### config.mk
export PLATFORM = sky130hd
export DESIGN_NAME = progress_percent_reporter
export DESIGN_NICKNAME = d
export VERILOG_FILES = /design/src/rtl/core/prr_pkg.sv /design/src/rtl/core/prr_step.sv /design/src/rtl/core/prr_decide.sv /design/src/rtl/core/progress_percent_reporter.sv
export SDC_FILE = /design/constraint.sdc
export NUM_CORES = 2
export LEC_CHECK = 0
export BUFFER_PORTS_ARGS = -buffer_cell sky130_fd_sc_hd__buf_2
export CORE_MARGIN = 2
export CORE_UTILIZATION = 56
export DETAILED_ROUTE_END_ITERATION = 6
export GPL_ROUTABILITY_DRIVEN = 0
export PLACE_DENSITY_LB_ADDON = 0.2
export SETUP_SLACK_MARGIN = 0.05
export SLEW_MARGIN = 30
export SYNTH_ARGS = -nofsm -noshare
export SYNTH_HDL_FRONTEND = slang
export SYNTH_SLANG_ARGS = --single-unit
### constraint.sdc
create_clock -name i_clk -period 6.86 [get_ports i_clk]
set_input_delay 0.343 -clock i_clk [delete_from_list [all_inputs] [get_ports i_clk]]
set_output_delay 0.343 -clock i_clk [all_outputs]
set_load 0.01 [all_outputs]
### src/rtl/core/prr_pkg.sv
// ============================================================================
// prr_pkg - shared types and constants of the progress percent reporter
// Percentage constants, the quotient step operations and the pipeline
// control word.
// ============================================================================
package prr_pkg;

    localparam int PCT_W = 7;
    localparam logic [PCT_W-1:0] PCT_FULL = 7'd100;

    // One operation of the shift-and-add build of w * 100 over the bits of 100.
    typedef enum logic [0:0] {
        OP_DOUBLE = 1'b0,
        OP_ADD    = 1'b1
    } t_op;

    // The first bit of 100 leaves r = w, q = 0; these follow it.
    localparam int NUM_STEPS = 8;
    localparam t_op STEP_OPS [NUM_STEPS] = '{
        OP_DOUBLE, OP_ADD,              // bit 5
        OP_DOUBLE,                      // bit 4
        OP_DOUBLE,                      // bit 3
        OP_DOUBLE, OP_ADD,              // bit 2
        OP_DOUBLE,                      // bit 1
        OP_DOUBLE                       // bit 0
    };

    typedef struct packed {
        logic             valid;
        logic             zero_total;
        logic             full;
        logic [PCT_W-1:0] last;
    } t_ctl;

endpackage

### src/rtl/core/prr_step.sv
// ============================================================================
// prr_step - one registered step of the scaled quotient
// Doubles the partial product or adds the written count, reducing modulo
// the total and shifting the quotient digit in, or adding it on an add.
// ============================================================================
module prr_step #(
    parameter int COUNT_BITS = 32,
    parameter prr_pkg::t_op OP = prr_pkg::OP_DOUBLE
) (
    input  logic                    i_clk,
    input  logic                    i_rst_n,
    input  prr_pkg::t_ctl           i_ctl,
    input  logic [COUNT_BITS-1:0]   i_t,
    input  logic [COUNT_BITS-1:0]   i_w,
    input  logic [COUNT_BITS-1:0]   i_tw,
    input  logic [COUNT_BITS-1:0]   i_r,
    input  logic [prr_pkg::PCT_W-1:0] i_q,
    output prr_pkg::t_ctl           o_ctl,
    output logic [COUNT_BITS-1:0]   o_t,
    output logic [COUNT_BITS-1:0]   o_w,
    output logic [COUNT_BITS-1:0]   o_tw,
    output logic [COUNT_BITS-1:0]   o_r,
    output logic [prr_pkg::PCT_W-1:0] o_q
);
    import prr_pkg::*;

    t_ctl                  r_ctl;
    logic [COUNT_BITS-1:0] r_t, r_w, r_tw, r_r;
    logic [PCT_W-1:0]      r_q;
    logic [COUNT_BITS-1:0] n_r;
    logic [PCT_W-1:0]      n_q;
    logic [COUNT_BITS-1:0] s_gap;

    always_comb begin
        // Remaining room below the total for the amount to be added.
        s_gap = (OP == OP_DOUBLE) ? (i_t - i_r) : i_tw;
        if (i_r >= s_gap) begin
            n_r = i_r - s_gap;
            n_q = (OP == OP_DOUBLE) ? {i_q[PCT_W-2:0], 1'b1} : (i_q + PCT_W'(1));
        end else begin
            n_r = (OP == OP_DOUBLE) ? {i_r[COUNT_BITS-2:0], 1'b0} : (i_r + i_w);
            n_q = (OP == OP_DOUBLE) ? {i_q[PCT_W-2:0], 1'b0} : i_q;
        end
    end

    always_ff @(posedge i_clk) begin
        if (!i_rst_n) begin
            r_ctl.valid <= 1'b0;
        end else begin
            r_ctl.valid <= i_ctl.valid;
        end
        r_ctl.zero_total <= i_ctl.zero_total;
        r_ctl.full       <= i_ctl.full;
        r_ctl.last       <= i_ctl.last;
        r_t  <= i_t;
        r_w  <= i_w;
        r_tw <= i_tw;
        r_r  <= n_r;
        r_q  <= n_q;
    end

    assign o_ctl = r_ctl;
    assign o_t   = r_t;
    assign o_w   = r_w;
    assign o_tw  = r_tw;
    assign o_r   = r_r;
    assign o_q   = r_q;

endmodule

### src/rtl/core/prr_decide.sv
// ============================================================================
// prr_decide - final percentage and report decision
// Picks zero, full or the quotient and compares the rise against the step.
// ============================================================================
module prr_decide (
    input  logic                       i_clk,
    input  logic                       i_rst_n,
    input  prr_pkg::t_ctl              i_ctl,
    input  logic [prr_pkg::PCT_W-1:0]  i_q,
    input  logic [prr_pkg::PCT_W-1:0]  i_step,
    output logic                       o_valid,
    output logic [prr_pkg::PCT_W-1:0]  o_percent_done,
    output logic                       o_report_due
);
    import prr_pkg::*;

    logic             r_valid;
    logic [PCT_W-1:0] r_pct;
    logic             r_due;
    logic [PCT_W-1:0] n_pct;
    logic             n_due;
    logic [PCT_W-1:0] s_step;

    always_comb begin
        s_step = (i_step == '0) ? {{(PCT_W-1){1'b0}}, 1'b1} : i_step;
        if (i_ctl.zero_total) begin
            n_pct = '0;
        end else if (i_ctl.full) begin
            n_pct = PCT_FULL;
        end else begin
            n_pct = i_q;
        end
        if (n_pct >= PCT_FULL) begin
            n_due = (i_ctl.last < PCT_FULL);
        end else if (n_pct < i_ctl.last) begin
            n_due = 1'b0;
        end else begin
            n_due = ((n_pct - i_ctl.last) >= s_step);
        end
    end

    always_ff @(posedge i_clk) begin
        if (!i_rst_n) begin
            r_valid <= 1'b0;
        end else begin
            r_valid <= i_ctl.valid;
        end
        r_pct <= n_pct;
        r_due <= n_due;
    end

    assign o_valid        = r_valid;
    assign o_percent_done = r_pct;
    assign o_report_due   = r_due;

endmodule

### src/rtl/core/progress_percent_reporter.sv
// ============================================================================
// progress_percent_reporter - byte counts to whole percent and report flag
// Pipeline: one input stage, eight quotient steps and one decision stage
// lie between an accepted word and its result strobe.
// Throughput: one word per cycle; busy stays low, the pipeline never stalls.
// The receiver must take every result in the cycle it appears (not enforced).
// Reset: synchronous, active low; clears the valid bits and sets the step to 1.
// ============================================================================
module progress_percent_reporter #(
    parameter int COUNT_BITS = 32
) (
    input  logic                       i_clk,
    input  logic                       i_rst_n,
    // command side
    input  logic                       start,
    output logic                       busy,
    input  logic [COUNT_BITS-1:0]      i_bytes_written,
    input  logic [COUNT_BITS-1:0]      i_bytes_total,
    input  logic [prr_pkg::PCT_W-1:0]  i_last_percent,
    // step register write
    input  logic                       i_cfg_we,
    input  logic [prr_pkg::PCT_W-1:0]  i_cfg_wdata,
    // result side
    output logic                       o_valid,
    output logic [prr_pkg::PCT_W-1:0]  o_percent_done,
    output logic                       o_report_due
);
    import prr_pkg::*;

    // Step register: minimum rise between reports.
    logic [PCT_W-1:0] r_step;

    always_ff @(posedge i_clk) begin
        if (!i_rst_n) begin
            r_step <= {{(PCT_W-1){1'b0}}, 1'b1};
        end else if (i_cfg_we) begin
            r_step <= i_cfg_wdata;
        end
    end

    // Nothing ever holds the pipeline, so a word is taken on every start.
    assign busy = 1'b0;

    // Stage arrays: index 0 is the input register, index k the output of step k.
    t_ctl                  s_ctl [NUM_STEPS+1];
    logic [COUNT_BITS-1:0] s_t   [NUM_STEPS+1];
    logic [COUNT_BITS-1:0] s_w   [NUM_STEPS+1];
    logic [COUNT_BITS-1:0] s_tw  [NUM_STEPS+1];
    logic [COUNT_BITS-1:0] s_r   [NUM_STEPS+1];
    logic [PCT_W-1:0]      s_q   [NUM_STEPS+1];

    // Input stage: classify the word and seed the quotient. The top bit of
    // 100 leaves the remainder at w and the quotient at zero. The quotient
    // lane carries garbage for a zero total or a full count; the decision
    // stage ignores it then.
    t_ctl                  r_ctl0;
    logic [COUNT_BITS-1:0] r_t0, r_w0, r_tw0;

    always_ff @(posedge i_clk) begin
        if (!i_rst_n) begin
            r_ctl0.valid <= 1'b0;
        end else begin
            r_ctl0.valid <= start & ~busy;
        end
        r_ctl0.zero_total <= (i_bytes_total == '0);
        r_ctl0.full       <= (i_bytes_written >= i_bytes_total);
        r_ctl0.last       <= i_last_percent;
        r_t0  <= i_bytes_total;
        r_w0  <= i_bytes_written;
        r_tw0 <= i_bytes_total - i_bytes_written;
    end

    assign s_ctl[0] = r_ctl0;
    assign s_t[0]   = r_t0;
    assign s_w[0]   = r_w0;
    assign s_tw[0]  = r_tw0;
    assign s_r[0]   = r_w0;
    assign s_q[0]   = '0;

    // Quotient steps: one doubling or one add per stage, each reduced
    // below the total, so every stage holds a single compare and subtract.
    for (genvar k = 0; k < NUM_STEPS; k++) begin : g_step
        prr_step #(
            .COUNT_BITS (COUNT_BITS),
            .OP         (STEP_OPS[k])
        ) u_step (
            .i_clk   (i_clk),
            .i_rst_n (i_rst_n),
            .i_ctl   (s_ctl[k]),
            .i_t     (s_t[k]),
            .i_w     (s_w[k]),
            .i_tw    (s_tw[k]),
            .i_r     (s_r[k]),
            .i_q     (s_q[k]),
            .o_ctl   (s_ctl[k+1]),
            .o_t     (s_t[k+1]),
            .o_w     (s_w[k+1]),
            .o_tw    (s_tw[k+1]),
            .o_r     (s_r[k+1]),
            .o_q     (s_q[k+1])
        );
    end

    // Decision stage: final percentage and report flag, registered onto
    // the result ports for one cycle.
    prr_decide u_decide (
        .i_clk          (i_clk),
        .i_rst_n        (i_rst_n),
        .i_ctl          (s_ctl[NUM_STEPS]),
        .i_q            (s_q[NUM_STEPS]),
        .i_step         (r_step),
        .o_valid        (o_valid),
        .o_percent_done (o_percent_done),
        .o_report_due   (o_report_due)
    );

endmodule
Word level (Yosys, flattened, before mapping)
Cells that the tools add are included.
W data, S select, Z words.
{"block": "op_classes", "addsub": 19, "magnitude_cmp": 13, "muxes": 20, "n_reduce_logical": 2}
{"op": "$sub A32 B32 Y32", "count": 14}
{"op": "$ge A32 B32 Y1", "count": 9}
{"op": "$mux W32", "count": 7}
{"op": "$add A32 B32 Y32", "count": 2}
{"op": "$logic_not A32 Y1", "count": 1}
{"op": "$mux W7", "count": 3}
{"op": "$mux W1", "count": 8}
{"op": "$ge A7 B7 Y1", "count": 1}
{"op": "$ge A7 B7 Y1 const B", "count": 1}
{"op": "$logic_not A7 Y1", "count": 1}
{"op": "$lt A7 B7 Y1", "count": 1}
{"op": "$lt A7 B7 Y1 const B", "count": 1}
{"op": "$sub A7 B7 Y7", "count": 1}
{"op": "$add A5 B1 Y5 const B", "count": 1}
{"op": "$mux W5", "count": 1}
{"op": "$add A1 B1 Y2 const B", "count": 1}
{"op": "$mux W2", "count": 1}
{"block": "totals", "ff_bits": 1003, "out_inout_bits": 10, "elab_cells": 134}

Depth between registers and ports, before layout
{"block": "logic_depth", "word_depth": 6, "mapped_depth": 26}

Modules after synthesis
Synthesis repeated with hierarchy kept, for this count alone.
{"block": "hier_totals", "cells_unflattened": 6262, "hier_area_um2": 59076.7}
{"mod": "prr_step (g_step[3].u_step ...)", "instances": 4, "cells_each": 720, "area_each_um2": 6708.9}
{"mod": "prr_step (g_step[0].u_step ...)", "instances": 2, "cells_each": 703, "area_each_um2": 6715.2}
{"mod": "prr_step (g_step[1].u_step)", "instances": 1, "cells_each": 737, "area_each_um2": 6867.8}
{"mod": "prr_step (g_step[5].u_step)", "instances": 1, "cells_each": 704, "area_each_um2": 6732.7}
{"mod": "progress_percent_reporter", "instances": 1, "cells_each": 440, "area_each_um2": 4433.0}
{"mod": "prr_decide", "instances": 1, "cells_each": 95, "area_each_um2": 777.0}

Worst setup path before layout
No wires, ideal clock.
{"block": "synth_timing", "path_type": "flip-flop to flip-flop", "from": "reg r_w0[0]", "to": "reg g_step[0].u_step.r_r[19]", "arrival_ns": 4.697, "required_ns": 6.739, "setup_slack_ns": 2.042, "stages_incl_launch_ff": 23, "path_buffers": 1, "cell_sequence": "dfxtp_1 -> ha_1 -> inv_1 -> fa_1 -> a21o_1 -> a21oi_1 -> o21bai_1 -> a31oi_1 -> o21bai_1 -> a221oi_4 -> o21ai_2 -> o31a_1 -> a311oi_2 -> xor2_1 -> ha_1 -> nand3_1 -> nand2b_1 -> or4_1 -> nor2_1 -> o22ai_1 -> buf_2 -> inv_1 -> mux2_2"}
{"block": "synth_via", "elab_chain_len": 3, "elab_cells_between_ends": 4, "classes_between": "add/sub: 2; order compare: 1; mux: 1"}
{"item": "start: declaration", "line_no": "progress_percent_reporter.sv:57", "rtl": "logic [COUNT_BITS-1:0] r_t0, r_w0, r_tw0;"}
{"item": "start signal: assignment", "line_no": "progress_percent_reporter.sv:69", "rtl": "r_w0 <= i_bytes_written;"}
{"item": "$sub A32 B32 Y32", "line_no": "prr_step.sv:36", "rtl": "s_gap = (OP == OP_DOUBLE) ? (i_t - i_r) : i_tw;"}
{"item": "$sub A32 B32 Y32 / $ge A32 B32 Y1 (equally long branches)", "line_no": "prr_step.sv:38, prr_step.sv:37"}
{"item": "$mux W32 (*)", "line_no": "prr_step.sv:37", "rtl": "if (i_r >= s_gap) begin"}
{"item": "via g_step[0].u_step.n_r[19]", "line_no": "prr_step.sv:30", "rtl": "logic [COUNT_BITS-1:0] n_r;"}
{"item": "end signal: assignment", "line_no": "prr_step.sv:58", "rtl": "r_r <= n_r;"}
{"item": "end: declaration", "line_no": "prr_step.sv:28", "rtl": "logic [COUNT_BITS-1:0] r_t, r_w, r_tw, r_r;"}
The timed path passes the listed nets; every way through them passes the cells marked *.
A chain may end at the register's enable or synchronous reset.

Final worst setup path
Ends and elaborated chain as after synthesis.

==> flow_metrics.py <==
metrics = {
    "status": {
        "status": "finished, final reports clean",
    },
    "critical_path": {
        "cp-end-kind": "register",
        "cp.arrival_ns": 6.39,
        "cp_max_fo": 56,
        "crit_type": "register to register",
        "rr_worst_depth": 22,
        "start_kind": "register",
        "cp.required_ns": 7.42,
    },
    "clock_network": {
        "clockBufferDepth": 3,
        "cts_tree": "built",
        "cts_sinks": 1003,
        "clkSlewWorstSetupHoldPaths_ns": 0.06,
        "cts_resized": 0,
        "cts_buffers": 95,
        "clk_latency_ns": 0.67,
        "htree_num_levels": 3,
        "cts-root-buf": "clkbuf_16",
    },
    "logic_synthesis": {
        "synth-async-reset-ratio": 0,
        "yosysWarnings": 0,
        "yosys.area_share.simple": 0.117,
        "synth_compound_area_frac": 0.196,
        "ys_types": 98,
        "synth_adder_area_share": 0.145,
        "synthXorXnorAreaFrac": 0.0826,
        "syn_nets": 5992,
        "yosysSeqAreaShare": 0.404,
        "synth_ff_type": "dfxtp_1",
        "syn_inst": 5342,
        "synth.avg_cell_area_um2": 9.31,
        "synth_enable_flop_cells": 0,
        "synth_mux_area_frac": 0.0142,
        "synth-seq-cells": 1003,
        "syn_area_um2": 49700,
        "synth_top_family_by_area": "compound AO/OA/AOI/OAI gates",
    },
    "die": {
        "fp.dieW_um": 302,
        "io_pins": 92,
        "row_count": 109,
        "core_um2": 88200,
        "die_h_um": 302,
        "die_area_um2": 91200,
        "start_util": 0.564,
    },
    "worst_hold_path": {
        "holdCritPathClass": "input pin to register",
        "whs_path_depth": 2,
    },
    "timing": {
        "final_max_slew_viol_count": 0,
        "setup_viol": 0,
        "max_freq_ghz": 0.171,
        "rsz0062_at_grt": "false",
        "finClkSkew_ns": 0.0309,
        "worstMarginPinSlew_ns": 0.939,
        "slew_headroom": 0.358,
        "timing.setup.tns_ns": 0,
        "period_minus_slack_ns": 5.83,
        "finalCritPeriodShare": 0.850,
        "final-hold-violation-count": 0,
    },
    "place": {
        "io_buffers": 90,
        "dpl.hpwl_um": 90000,
    },
    "grt": {
        "grt_pass1_wl_um": 182000,
        "grt_max_degree": 64,
        "grt_usage": 0.247,
        "grt_pass1_vias": 36900,
        "antenna_found_initial": 2,
        "overflow": 0,
    },
    "run": {
        "cap_viol_max_count": 0,
    },
    "cells_and_area": {
        "seq_area_um2": 20100,
        "antenna_cells": 0,
        "final_nets": 6183,
        "n_fill_cell": 7268,
        "syn_to_final_growth_pct": 11.8,
        "drive_gt1_frac": 0.0631,
        "multiInputGateArea_um2": 27600,
    },
    "drt": {
        "routedWlPerCell_um": 16.7,
        "dr.pass1.iters": 6,
        "drc": 0,
        "routed_wl_um": 114000,
        "ant_nets": 0,
        "vias_per_cell": 5.54,
        "vias": 37600,
        "drt_iter0_drc": 2237,
    },
}
## path summary, 6_finish.rpt
kind | from | slack, ns | endpoint
setup / recovery | r_w0[0]$_DFF_P_ | 1.03 | g_step[0].u_step.o_r[19]$_DFF_P_
hold / removal | i_rst_n | 0.06 | r_step[4]$_SDFFE_PN0P_
setup reg to reg | r_w0[0]$_DFF_P_ | 1.03 | g_step[0].u_step.o_r[19]$_DFF_P_
hold reg to reg | g_step[3].u_step.o_w[21]$_DFF_P_ | 0.31 | g_step[4].u_step.o_w[21]$_DFF_P_
## Yosys cell counts, types with 55 or more instances
cell	n	area (um2)
ha_1	551	6890
nand4_1	74	463
xor2_1	203	1780
nand2_1	330	1240
nand3_1	99	495
dfxtp_1	1003	20100
a21oi_1	474	2370
xnor2_1	266	2330
a21o_1	223	1670
nor2b_1	82	513
inv_1	432	1620
nand2b_1	85	532
o21bai_1	70	526
o21ai_0	315	1580
nor2_1	276	1040
mux2i_1	55	551
clkbuf_1	62	233
## worst max-delay path: stages (launching register included)
cell	delay (ns)
dfxtp_1	0.39
ha_1	0.19
inv_1	0.05
fa_1	0.39
a21o_1	0.18
a21oi_1	0.26
o21bai_1	0.15
a31oi_1	0.25
o21bai_1	0.22
a221oi_4	0.41
o21ai_2	0.13
o31a_1	0.29
a311oi_2	0.30
xor2_1	0.10
ha_1	0.37
nand3_1	0.12
nand2b_1	0.19
or4_1	0.53
nor2_1	0.19
o22ai_4	0.08
buf_4	0.28
inv_1	0.23
mux2_2	0.36
## cells in the final DEF (no fill, tap or decap), drive strengths merged, types with 20 or more instances in the layout
master       count
inv            437
nor2           276
mux2i           55
ha             551
a21o           223
a21boi          23
o31ai           25
dlygate4sd3     80
a211oi          41
or3             20
a21oi          477
clkinv          21
o31a            20
nor2b           82
xor2           203
xnor2          266
o211ai          31
nand2b          85
clkbuf         131
and2            46
nand3           99
o21a            49
nand2          330
nor3            52
nor4            23
o21ai          354
dfxtp         1003
and3            47
a31oi           48
buf            108
a211o           23
nand4           74
o21bai          71
## what timing repair did
item / CTS / global route
hold buffers: 80 / 0
setup endpoints to repair: 0 / 0
hold endpoints to repair: 80 / 0
setup buffers: 0 / 0
## metal layers
| metal | GRT usage | part of all wire |
|---|---|---|
| met1 | 0.314 | 0.45 |
| met3 | 0.0228 | 0.042 |
| met2 | 0.426 | 0.46 |
| met5 | 0 | 0 |
| met4 | 0.107 | 0.041 |
## sequential cells by signal (all words and copies together) (netlist names)
signal                   cells
g_step.u_step.o_t          224
r_w0                        32
r_tw0                       32
r_t0                        32
u_decide.o_report_due        1
g_step.u_step.o_r          224
g_step.u_step.o_tw         160
u_decide.o_valid             1
u_decide.o_percent_done      7
g_step.u_step.o_ctl         80
g_step.u_step.o_q           33
g_step.u_step.o_w          160
r_step                       7
r_ctl0                      10
## layout make-up
class | count | share of cell area
tap | 1165 | 0.0262
clock inverter | 47 | 0.0129
multi-input combinational | 3813 | 0.497
inverter | 432 | 0.0292
timing repair buffer | 188 | 0.0250
clock buffer | 131 | 0.0484
sequential | 1003 | 0.361
## cell families after synthesis
logic type	Yosys count
other	1
adder cells (fa/ha/maj)	568
AND/OR/NAND/NOR	1185
buffers and inverters	526
multiplexers	68
XOR/XNOR	469
flip-flops	1003
AO/OA/AOI/OAI	1522
## stage by stage
step / std cells / area, um2 / utilization / hold WS [ns] / setup slack (ns)
2_1_floorplan: 5342 / 49700 / - / 0.310 / 2.04
3_3_place_gp: 6520 / 51400 / 0.582 / 0.310 / 1.13
3_5_place_dp: 6520 / 51400 / 0.582 / 0.312 / 1.08
4_1_cts: 6778 / 55600 / 0.630 / 0.0178 / 1.05
5_1_grt: 6779 / 55600 / 0.630 / 0.0632 / 0.683
6_report: 6779 / 55600 / 0.630 / 0.0620 / 1.03
Power is not shown: default switching activity piles up to over one toggle a cycle in this logic, so the estimate is an artifact.
